`src/mfd_pkg.sv`:
```
// mfd_pkg: section codes and fixed field widths for the message frame deframer
// no dependencies; imported by message_frame_deframer_top
package mfd_pkg;

    // message sections in wire order
    typedef enum logic [2:0] {
        SEC_SEQ_HI  = 3'd0,
        SEC_SEQ_LO  = 3'd1,
        SEC_TYPE    = 3'd2,
        SEC_SRV_KEY = 3'd3,
        SEC_CLI_KEY = 3'd4,
        SEC_LENGTH  = 3'd5,
        SEC_PAYLOAD = 3'd6,
        SEC_HASH    = 3'd7
    } t_section;

    localparam int CNT_W      = 13;  // byte counter and payload length
    localparam int LIMIT_W    = 13;  // payload limit register
    localparam int OFFSET_W   = 12;  // reported byte offset
    localparam int BYTE_W     = 8;
    localparam int VALUE_W    = 64;
    localparam int LEN_W      = 32;  // length field on the wire
    localparam int VALUE_LANES = VALUE_W / BYTE_W;

    localparam logic [CNT_W-1:0]   SEQ_BYTES     = 13'd8;
    localparam logic [CNT_W-1:0]   TYPE_BYTES    = 13'd4;
    localparam logic [CNT_W-1:0]   LEN_BYTES     = 13'd4;
    localparam logic [LIMIT_W-1:0] LIMIT_DEFAULT = 13'd4096;

endpackage

```
`src/message_frame_deframer_top.sv`:
```
// message_frame_deframer_top: byte-wise message deframer with section tagging
// depends on mfd_pkg (section codes and field widths)
//
// path: each input transaction passes through the input register and then the result register
//   on its way to its result transaction; one result transaction per input
// throughput: one byte per cycle while i_stall is low, set by the single section/offset counter update
// reset (synchronous, active low): parser at start of high sequence, counters and
//   value cleared, payload limit 4096, both pipeline stages empty
module message_frame_deframer_top #(
    parameter int KEY_BYTES   = 32,
    parameter int MAX_PAYLOAD = 4096
) (
    input  logic                              i_clk,
    input  logic                              i_rst_n,
    // configuration
    input  logic                              i_cfg_we,
    input  logic [mfd_pkg::LIMIT_W-1:0]       i_cfg_data,
    // byte input channel
    input  logic                              i_valid,
    output logic                              o_stall,
    input  logic [mfd_pkg::BYTE_W-1:0]        i_data_byte,
    // result channel
    output logic                              o_valid,
    input  logic                              i_stall,
    output mfd_pkg::t_section                 o_section,
    output logic [mfd_pkg::OFFSET_W-1:0]      o_byte_offset,
    output logic [mfd_pkg::BYTE_W-1:0]        o_byte_out,
    output logic                              o_section_end,
    output logic                              o_frame_end,
    output logic                              o_length_error,
    output logic [mfd_pkg::VALUE_W-1:0]       o_field_value
);
    import mfd_pkg::*;

    localparam logic [CNT_W-1:0]   KEY_SIZE = CNT_W'(KEY_BYTES);
    localparam logic [LIMIT_W-1:0] MAX_PL   = LIMIT_W'(MAX_PAYLOAD);

    // configuration
    logic [LIMIT_W-1:0] r_payload_limit;

    // input register
    logic               r_in_valid;
    logic [BYTE_W-1:0]  r_in_byte;

    // parser state
    t_section           r_section,     n_section;
    logic [CNT_W-1:0]   r_bytes_taken, n_bytes_taken;
    logic [CNT_W-1:0]   r_payload_len, n_payload_len;
    logic [VALUE_W-1:0] r_acc,         n_acc;

    // result register
    logic               r_out_valid;
    t_section           r_o_section;
    logic [OFFSET_W-1:0] r_o_offset;
    logic [BYTE_W-1:0]  r_o_byte;
    logic               r_o_sec_end;
    logic               r_o_frame_end;
    logic               r_o_len_err;
    logic [VALUE_W-1:0] r_o_value;

    // per-byte decode
    logic               advance;
    logic               in_accept;
    logic [CNT_W-1:0]   sec_size;
    logic [CNT_W:0]     off_plus;
    logic               last;
    logic               numeric;
    logic [VALUE_W-1:0] acc_upd;
    logic [LIMIT_W-1:0] eff_limit;
    logic [LEN_W-1:0]   len_word;
    logic               len_err;
    logic               frame_end;
    logic [VALUE_W-1:0] res_value;

    // handshakes: the input register frees up whenever its byte moves on
    assign advance   = r_in_valid && (!r_out_valid || !i_stall);
    assign o_stall   = r_in_valid && !advance;
    assign in_accept = i_valid && !o_stall;

    // section size and end detection
    always_comb begin
        unique case (r_section)
            SEC_SEQ_HI, SEC_SEQ_LO:             sec_size = SEQ_BYTES;
            SEC_TYPE:                           sec_size = TYPE_BYTES;
            SEC_LENGTH:                         sec_size = LEN_BYTES;
            SEC_SRV_KEY, SEC_CLI_KEY, SEC_HASH: sec_size = KEY_SIZE;
            SEC_PAYLOAD:                        sec_size = r_payload_len;
            default:                            sec_size = r_payload_len;
        endcase
    end

    assign off_plus = {1'b0, r_bytes_taken} + (CNT_W+1)'(1);
    // a zero size, or a counter at or past the size minus one, marks the last byte
    assign last     = (sec_size == '0) || (off_plus >= {1'b0, sec_size});
    assign numeric  = (r_section == SEC_SEQ_HI) || (r_section == SEC_SEQ_LO) ||
                      (r_section == SEC_TYPE)   || (r_section == SEC_LENGTH);

    // little-endian accumulation, one byte lane per offset
    always_comb begin
        acc_upd = r_acc;
        for (int k = 0; k < VALUE_LANES; k++) begin
            if (numeric && r_bytes_taken == CNT_W'(k)) begin
                acc_upd[k*BYTE_W +: BYTE_W] = r_acc[k*BYTE_W +: BYTE_W] | r_in_byte;
            end
        end
    end

    // limit saturates at the build-time maximum
    assign eff_limit = (r_payload_limit > MAX_PL) ? MAX_PL : r_payload_limit;
    assign len_word  = acc_upd[LEN_W-1:0];
    assign len_err   = last && (r_section == SEC_LENGTH) &&
                       (len_word > LEN_W'(eff_limit));
    assign frame_end = last && (r_section == SEC_HASH);

    // reported value: zero outside numeric sections, else the running value, or the 32-bit length at the length end
    always_comb begin
        if (!numeric) begin
            res_value = '0;
        end else if (last && r_section == SEC_LENGTH) begin
            res_value = VALUE_W'(len_word);
        end else begin
            res_value = acc_upd;
        end
    end

    // next parser state
    always_comb begin
        n_section     = r_section;
        n_bytes_taken = off_plus[CNT_W-1:0];
        n_payload_len = r_payload_len;
        n_acc         = acc_upd;
        if (last) begin
            n_bytes_taken = '0;
            n_acc         = '0;
            unique case (r_section)
                SEC_LENGTH: begin
                    if (len_err) begin
                        n_section     = SEC_SEQ_HI;
                        n_payload_len = '0;
                    end else begin
                        n_payload_len = len_word[CNT_W-1:0];
                        n_section     = (len_word == '0) ? SEC_HASH : SEC_PAYLOAD;
                    end
                end
                SEC_HASH: begin
                    n_section = SEC_SEQ_HI;
                end
                default: begin
                    n_section = t_section'(3'(r_section + 3'd1));
                end
            endcase
        end
    end

    // configuration register
    always_ff @(posedge i_clk) begin
        if (!i_rst_n) begin
            r_payload_limit <= LIMIT_DEFAULT;
        end else if (i_cfg_we) begin
            r_payload_limit <= i_cfg_data;
        end
    end

    // input register
    always_ff @(posedge i_clk) begin
        if (!i_rst_n) begin
            r_in_valid <= 1'b0;
        end else if (in_accept) begin
            r_in_valid <= 1'b1;
        end else if (advance) begin
            r_in_valid <= 1'b0;
        end
    end

    always_ff @(posedge i_clk) begin
        if (in_accept) begin
            r_in_byte <= i_data_byte;
        end
    end

    // parser state, stepped once per byte leaving the input register
    always_ff @(posedge i_clk) begin
        if (!i_rst_n) begin
            r_section     <= SEC_SEQ_HI;
            r_bytes_taken <= '0;
            r_payload_len <= '0;
            r_acc         <= '0;
        end else if (advance) begin
            r_section     <= n_section;
            r_bytes_taken <= n_bytes_taken;
            r_payload_len <= n_payload_len;
            r_acc         <= n_acc;
        end
    end

    // result register
    always_ff @(posedge i_clk) begin
        if (!i_rst_n) begin
            r_out_valid <= 1'b0;
        end else if (advance) begin
            r_out_valid <= 1'b1;
        end else if (!i_stall) begin
            r_out_valid <= 1'b0;
        end
    end

    always_ff @(posedge i_clk) begin
        if (advance) begin
            r_o_section   <= r_section;
            r_o_offset    <= r_bytes_taken[OFFSET_W-1:0];
            r_o_byte      <= r_in_byte;
            r_o_sec_end   <= last;
            r_o_frame_end <= frame_end;
            r_o_len_err   <= len_err;
            r_o_value     <= res_value;
        end
    end

    assign o_valid        = r_out_valid;
    assign o_section      = r_o_section;
    assign o_byte_offset  = r_o_offset;
    assign o_byte_out     = r_o_byte;
    assign o_section_end  = r_o_sec_end;
    assign o_frame_end    = r_o_frame_end;
    assign o_length_error = r_o_len_err;
    assign o_field_value  = r_o_value;

    // a frame only ends on the closing byte of the hash
    a_frame_end_on_hash: assert property (@(posedge i_clk) disable iff (!i_rst_n)
        (r_out_valid && r_o_frame_end) |-> (r_o_sec_end && r_o_section == SEC_HASH))
        else $error("frame end outside hash section end");

    // a length error closes the length section and restarts the parser
    a_len_err_restart: assert property (@(posedge i_clk) disable iff (!i_rst_n)
        (advance && len_err) |=> (r_section == SEC_SEQ_HI && r_bytes_taken == '0))
        else $error("length error did not restart parser");

    // every section boundary clears the offset and the running value
    a_section_restart: assert property (@(posedge i_clk) disable iff (!i_rst_n)
        (advance && last) |=> (r_bytes_taken == '0 && r_acc == '0))
        else $error("section boundary left stale counter or value");

    // non-numeric sections report no value
    a_value_zero: assert property (@(posedge i_clk) disable iff (!i_rst_n)
        (r_out_valid && (r_o_section == SEC_SRV_KEY || r_o_section == SEC_CLI_KEY ||
                         r_o_section == SEC_PAYLOAD || r_o_section == SEC_HASH))
        |-> (r_o_value == '0))
        else $error("value reported for non-numeric section");

endmodule

```
`config.mk`:
```
export PLATFORM = sky130hd
export DESIGN_NAME = message_frame_deframer_top
export DESIGN_NICKNAME = d
export VERILOG_FILES = /design/src/mfd_pkg.sv /design/src/message_frame_deframer_top.sv
export SDC_FILE = /design/constraint.sdc
export NUM_CORES = 1
export LEC_CHECK = 0
export BUFFER_PORTS_ARGS = -buffer_cell sky130_fd_sc_hd__buf_2
export CAP_MARGIN = 10
export CORE_MARGIN = 4
export CORE_UTILIZATION = 62
export CTS_CLUSTER_DIAMETER = 100
export DETAILED_ROUTE_END_ITERATION = 10
export GPL_ROUTABILITY_DRIVEN = 0
export PLACE_DENSITY = 0.95
export SETUP_SLACK_MARGIN = 0.5
export SYNTH_ARGS = -nofsm -noshare
export SYNTH_HDL_FRONTEND = slang
export SYNTH_SLANG_ARGS = --single-unit
```
`constraint.sdc`:
```
create_clock -name i_clk -period 12.8 [get_ports i_clk]
set_input_delay 3.2 -clock i_clk [delete_from_list [all_inputs] [get_ports i_clk]]
set_output_delay 3.2 -clock i_clk [all_outputs]
set_load 0.01 [all_outputs]
```
==> impl_metrics.yaml, run 1 <==
finish:
  final_cell_mix: "nor2_1, a21oi_1, buf_2, dfxtp_1, edfxtp_1"
  nNetsFinal: 1006
  drive_above_1_share_pct: 17.4
  final_util_pct: 72.6
  area_growth_pct: 14.2
  diodes: 0
  final_common_cell: "nor2_1"
  fillers: 888
yosys:
  synth_top_area_share_pct: 33.2
  ys_warn_count: 0
  synthesis.area_per_instance_um2: 10.2
  yosys-top-cells-area: "edfxtp_1, dfxtp_1, a21oi_1, nor2_1, ha_1"
  yosysUniqueCellTypes: 62
  yosys.area.top_type: "edfxtp_1"
  yosysSeqAreaShare_pct: 57.6
  synth_flop_cell: "dfxtp_1"
  syn_inst: 871
  async_flop_share_pct: 0
  synth-seq-cells: 206
  netlist_area_mm2: 0.00886
  syn_nets: 932
  synth_edf_count: 98
die:
  rows: 43
  initial_utilization_pct: 63.6
  ios: 118
  fp.dieH_um: 128
  coreArea_mm2: 0.0139
  die_x_um: 128
  dieArea_mm2: 0.0163
power:
  p_seq_share_pct: 47.9
  intPower_w: 0.00116
  finalPower_w: 0.00154
  p_leak_nw: 4.15
  p_sw_w: 0.000381
  max-vdd-ir-drop_v: 0.000106
  swShare_pct: 24.8
  combPwrFrac_pct: 10.4
  power_density_mw_per_mm2: 152
  clkPwrFrac_pct: 41.7
cts:
  clockBufferDepth: 3
  root_buffer: "clkbuf_16"
  cts_resized: 0
  numCtsBuffers: 21
  clock-sinks: 206
  post_cts_buffers: 0
  clkTransAtPathRegs_ns: 0.06
  htreeDepth: 1
  cts_tree: "done"
  cts-hold-fix-buffers: 0
  clock_latency_ns: 0.51
global_routing:
  grt_util_met1_pct: 35.4
  grt_max_degree: 70
  met2_usage_pct: 45.3
  grt_pass1_wl_um: 35900
  antenna_found_initial: 0
  grtUsageMet3_pct: 5.98
  grtUsageTotal_pct: 27.8
  overflow: 0
  grt_pass1_vias: 6894
  grt.busiest_layer: "met2"
status:
  status: "finished clean"
drt:
  vias: 7268
  ant_nets: 0
  routedWlPerCell_um: 20.2
  wirelength_um: 23000
  routed_via_density: 6.38
  drc: 0
  drtIter0Drc: 1115
  first_pass_iters: 6
worst_setup_path:
  r2r-end: "r_payload_len[12]"
  critPathRequiredTime_ns: 9.60
  worstSetupPathType: "in -> out"
  r2r_setup_slack_ns: 7.58
  worstSetupEndpointType: "output pin"
  startpoint_type: "primary input"
  r2r_start: "r_section[0]"
  ff2ff_path_depth: 13
  cp.arrival_ns: 3.64
  worstPathMaxFanout: 3
min_path:
  hold_class: "reg -> reg"
  hold-path-cell-count: 2
  worstHoldEndpoint: "r_acc[45]"
  min_from: "r_acc[45]"
timing:
  hold_ws_ns: 0.468
  hold_viol_final: 0
  final.setup.tns_ns: 0
  skew_ns: 0.0170
  rsz0062_at_grt: "false"
  tightest_slew_ns: 1.07
  max_slew_margin_pct: 28.8
  fin_crit_ns: 6.84
  slew_violations: 0
  final-setup-viol-count: 0
  max_clock_freq_ghz: 0.146
  period_share_pct: 53.5
  setup_ws_ns: 5.96
placed_design:
  place_hpwl_um: 13900
  post-place-ws_ns: 5.95
  portBuffers: 117
run:
  max_cap_viol_count: 0
sequential cells by signal (all words and copies together) (netlist names):
signal,count
o_valid,1
o_section_end,1
r_in_valid,1
r_section,3
o_field_value,64
o_length_error,1
r_bytes_taken,13
r_payload_len,13
o_frame_end,1
r_payload_limit,13
r_acc,64
o_byte_offset,12
o_byte_out,8
r_in_byte,8
o_section,3
per-layer routing:
| metal | share of wire (%) | vias up |
|---|---|---|
| met3 | 12 | 131 |
| met4 | 5.6 | 0 |
| li1 | - | 3236 |
| met5 | 0 | - |
| met2 | 47 | 563 |
| met1 | 35 | 3338 |
how the worst max path moves through the flow:
stage | cells after the start | slack [ns] | end | from
floorplan | 4 | 6.00 | o_byte_offset[0] | i_stall
global placement | 3 | 5.96 | o_stall | i_stall
detailed placement | 3 | 5.95 | o_stall | i_stall
CTS | 3 | 5.96 | o_stall | i_stall
global route | 3 | 5.93 | o_stall | i_stall
finish | 3 | 5.96 | o_stall | i_stall
cell families (layout without fill, tap and decap cells):
family          Yosys count  in the layout  synth area share [%]
flops                   206            206                  57.6
fa+ha+maj                35             35                  4.94
buf+inv                  94            183                  4.62
simple gates            306            306                  15.7
compound gates          204            204                  14.3
mux                      14             14                  1.65
xor+xnor                 12             12                  1.19
critical path, stage by stage:
cell and delay [ns]:
buf_2 0.11, and3_1 0.19, buf_2 0.14
final cells by class:
cell class / instances / area [µm²] / share of cell area, %
inverter: 24 / 95.1 / 0.940
tap: 180 / 225 / 2.23
sequential: 206 / 5100 / 50.4
timing repair buffer: 121 / 616 / 6.08
clock buffer: 30 / 601 / 5.93
clock inverter: 8 / 120 / 1.19
multi-input combinational: 571 / 3360 / 33.2
synth_stat cells, types with 7 or more instances:
master and number:
clkbuf_1 47, a21oi_1 131, nand3_1 18, a31oi_1 7, ha_1 35, nand2_1 49, o311ai_0 13, mux2i_1 12
inv_1 22, nor3_1 17, nor4_1 11, buf_2 10, nor2_1 158, and2_1 12, xnor2_1 7, dfxtp_1 108
and3_1 13, edfxtp_1 98, o31ai_1 16
stage by stage:
step           std cells  area, µm²
2_1_floorplan        871       8860
3_3_place_gp        1102       9400
3_5_place_dp        1102       9400
4_1_cts             1140      10100
5_1_grt             1140      10100
6_report            1140      10100
power groups by stage:
stage,logic [W],registers (W),clock network [W]
finish,0.000160,0.000735,0.000641
global route,0.000173,0.000737,0.000670
global placement,0.000146,0.000747,0
detailed placement,0.000152,0.000748,0
CTS,0.000157,0.000734,0.000641
floorplan,0.000103,0.000748,0
(Power assumes the default switching activity.)
==> inputs of run 2 (changes only) <==
--- a/config.mk
+++ b/config.mk
@@ -8,11 +8,11 @@
 export BUFFER_PORTS_ARGS = -buffer_cell sky130_fd_sc_hd__buf_2
 export CAP_MARGIN = 10
 export CORE_MARGIN = 4
-export CORE_UTILIZATION = 62
+export CORE_UTILIZATION = 58
 export CTS_CLUSTER_DIAMETER = 100
 export DETAILED_ROUTE_END_ITERATION = 10
 export GPL_ROUTABILITY_DRIVEN = 0
-export PLACE_DENSITY = 0.95
+export PLACE_DENSITY = 0.91
 export SETUP_SLACK_MARGIN = 0.5
 export SYNTH_ARGS = -nofsm -noshare
 export SYNTH_HDL_FRONTEND = slang
==> constraint.sdc (replaced) <==
create_clock -name i_clk -period 6.83 [get_ports i_clk]
set_input_delay 1.7075 -clock i_clk [delete_from_list [all_inputs] [get_ports i_clk]]
set_output_delay 1.7075 -clock i_clk [all_outputs]
set_load 0.01 [all_outputs]
==> run 2 against run 1 <==
Effect of this change: critical path depth up 10; sequential cell count unchanged; sequential share of layout area up 0.51 points; critical endpoint is now r_payload_len[5]; register-to-register slack worse by 5.4 ns; largest cell class unchanged.
==> impl_metrics.yaml, run 2 (same netlist as run 1, synthesis figures left out) <==
min_path:
  hold_class: "reg -> reg"
  min_from: "r_acc[53]"
cts:
  clock_latency_ns: 0.50
  clockBufferDepth: 3
  cts-hold-fix-buffers: 0
  numCtsBuffers: 21
  htreeDepth: 1
  cts_tree: "done"
  root_buffer: "clkbuf_16"
  clkTransAtPathRegs_ns: 0.06
  clock-sinks: 206
  post_cts_buffers: 0
  cts_resized: 0
worst_setup_path:
  startpoint_type: "flip-flop"
  r2r-end: "r_payload_len[5]"
  crit_family: "simple AND/OR/NAND/NOR gates"
  critPathRequiredTime_ns: 7.22
  critical_path.cell_chain: "mux2_4 -> nand4b_1 -> nor2_1 -> and2_1 -> a21oi_1 -> inv_1 -> ha_1 -> a21oi_1 -> nand2_1 -> a211o_1 -> o31ai_1 -> nand3_1 -> o31ai_1"
  ff2ff_path_depth: 13
  critPathLaunch: "r_section[0]"
  path_buf_inv: 1
  r2r_setup_slack_ns: 2.23
  worstPathMaxFanout: 37
  critical-path-max-stage-delay_ns: 0.56
  cpMaxStageDelayCell: "nand3_1"
  crit_cells: 13
  r2r_start: "r_section[0]"
  cp.arrival_ns: 5.00
  worstSetupEndpointType: "flip-flop"
  worstSetupPathType: "reg -> reg"
  setup.worst_path.end: "r_payload_len[5]"
finish:
  nNetsFinal: 1007
  final_common_cell: "nor2_1"
  drive_above_1_share_pct: 16.9
  diodes: 0
  final_util_pct: 67.9
  final_cell_mix: "nor2_1, a21oi_1, buf_2, dfxtp_1, edfxtp_1"
  area_growth_pct: 13.1
timing:
  period_share_pct: 67.4
  hold_ws_ns: 0.471
  max_slew_margin_pct: 29.3
  rsz0062_at_grt: "false"
  final-setup-viol-count: 0
  fin_crit_ns: 4.60
  final.setup.tns_ns: 0
  max_clock_freq_ghz: 0.217
  slew_violations: 0
  skew_ns: 0.0103
  tightest_slew_ns: 1.06
  hold_viol_final: 0
die:
  rows: 44
  dieArea_mm2: 0.0173
  ios: 118
  coreArea_mm2: 0.0148
  die_x_um: 132
  fp.dieH_um: 132
  initial_utilization_pct: 60.1
drt:
  wirelength_um: 21700
  drtIter0Drc: 752
  routedWlPerCell_um: 18.9
  drc: 0
  ant_nets: 0
  first_pass_iters: 5
  vias: 7025
  routed_via_density: 6.14
global_routing:
  grt_max_degree: 66
  grt_pass1_wl_um: 34200
  overflow: 0
  grt_pass1_vias: 6591
  grtUsageTotal_pct: 24.0
  antenna_found_initial: 0
power:
  intPower_w: 0.00202
  power_density_mw_per_mm2: 270
  combPwrFrac_pct: 10.9
  p_sw_w: 0.000688
  p_seq_share_pct: 50.8
  finalPower_w: 0.00271
  p_leak_nw: 4.11
  clkPwrFrac_pct: 38.3
  swShare_pct: 25.4
  max-vdd-ir-drop_v: 0.000179
run:
  max_cap_viol_count: 0
placed_design:
  portBuffers: 117
  place_hpwl_um: 14100
status:
  status: "finished clean"
run 2: area by class of cell:
cell class,instances,area [µm²]
sequential,206,5100
fill,1092,4740
multi-input combinational,571,3360
timing repair buffer,122,623
clock buffer,32,577
tap,184,230
inverter,24,95.1
clock inverter,6,30.0
run 2: tightest hold or removal path, cell delays in order, from the launching register on:
cell     delay [ns]
dfxtp_1        0.33
a21oi_1        0.04
nor2_1         0.07
run 2: how the worst min path moves through the flow:
stage,to,slack (ns),depth (start not counted)
floorplan,o_byte_offset[2],0.41,0
global placement,r_acc[36],0.45,2
detailed placement,r_acc[32],0.46,2
CTS,r_acc[55],0.47,2
global route,r_acc[41],0.50,2
finish,r_acc[53],0.47,2
run 2: power groups by stage:
| stage | clock [W] | sequential (W) | combinational, W |
|---|---|---|---|
| 2_1_floorplan | 0 | 0.00140 | 0.000193 |
| 3_3_place_gp | 0 | 0.00140 | 0.000277 |
| 3_5_place_dp | 0 | 0.00140 | 0.000286 |
| 4_1_cts | 0.00104 | 0.00137 | 0.000292 |
| 5_1_grt | 0.00109 | 0.00138 | 0.000323 |
| 6_report | 0.00104 | 0.00138 | 0.000295 |
run 2: layer usage:
layer,routed length [µm],share of wire (%),GRT usage [%],vias to the layer above
li1,-,-,-,3250
met5,0,0,0,-
met2,9840,45,37.4,389
met3,2000,9.2,3.90,81
met1,8920,41,32.8,3305
met4,922,4.3,11.6,0
run 2: per-stage QoR:
| stage | instances | worst slack [ns] | area, µm² |
|---|---|---|---|
| 3_5_place_dp | 1107 | 2.46 | 9410 |
| 2_1_floorplan | 871 | 1.53 | 8860 |
| 5_1_grt | 1145 | 1.89 | 10000 |
| 3_3_place_gp | 1107 | 2.64 | 9410 |
| 4_1_cts | 1145 | 2.40 | 10000 |
| 6_report | 1145 | 2.23 | 10000 |
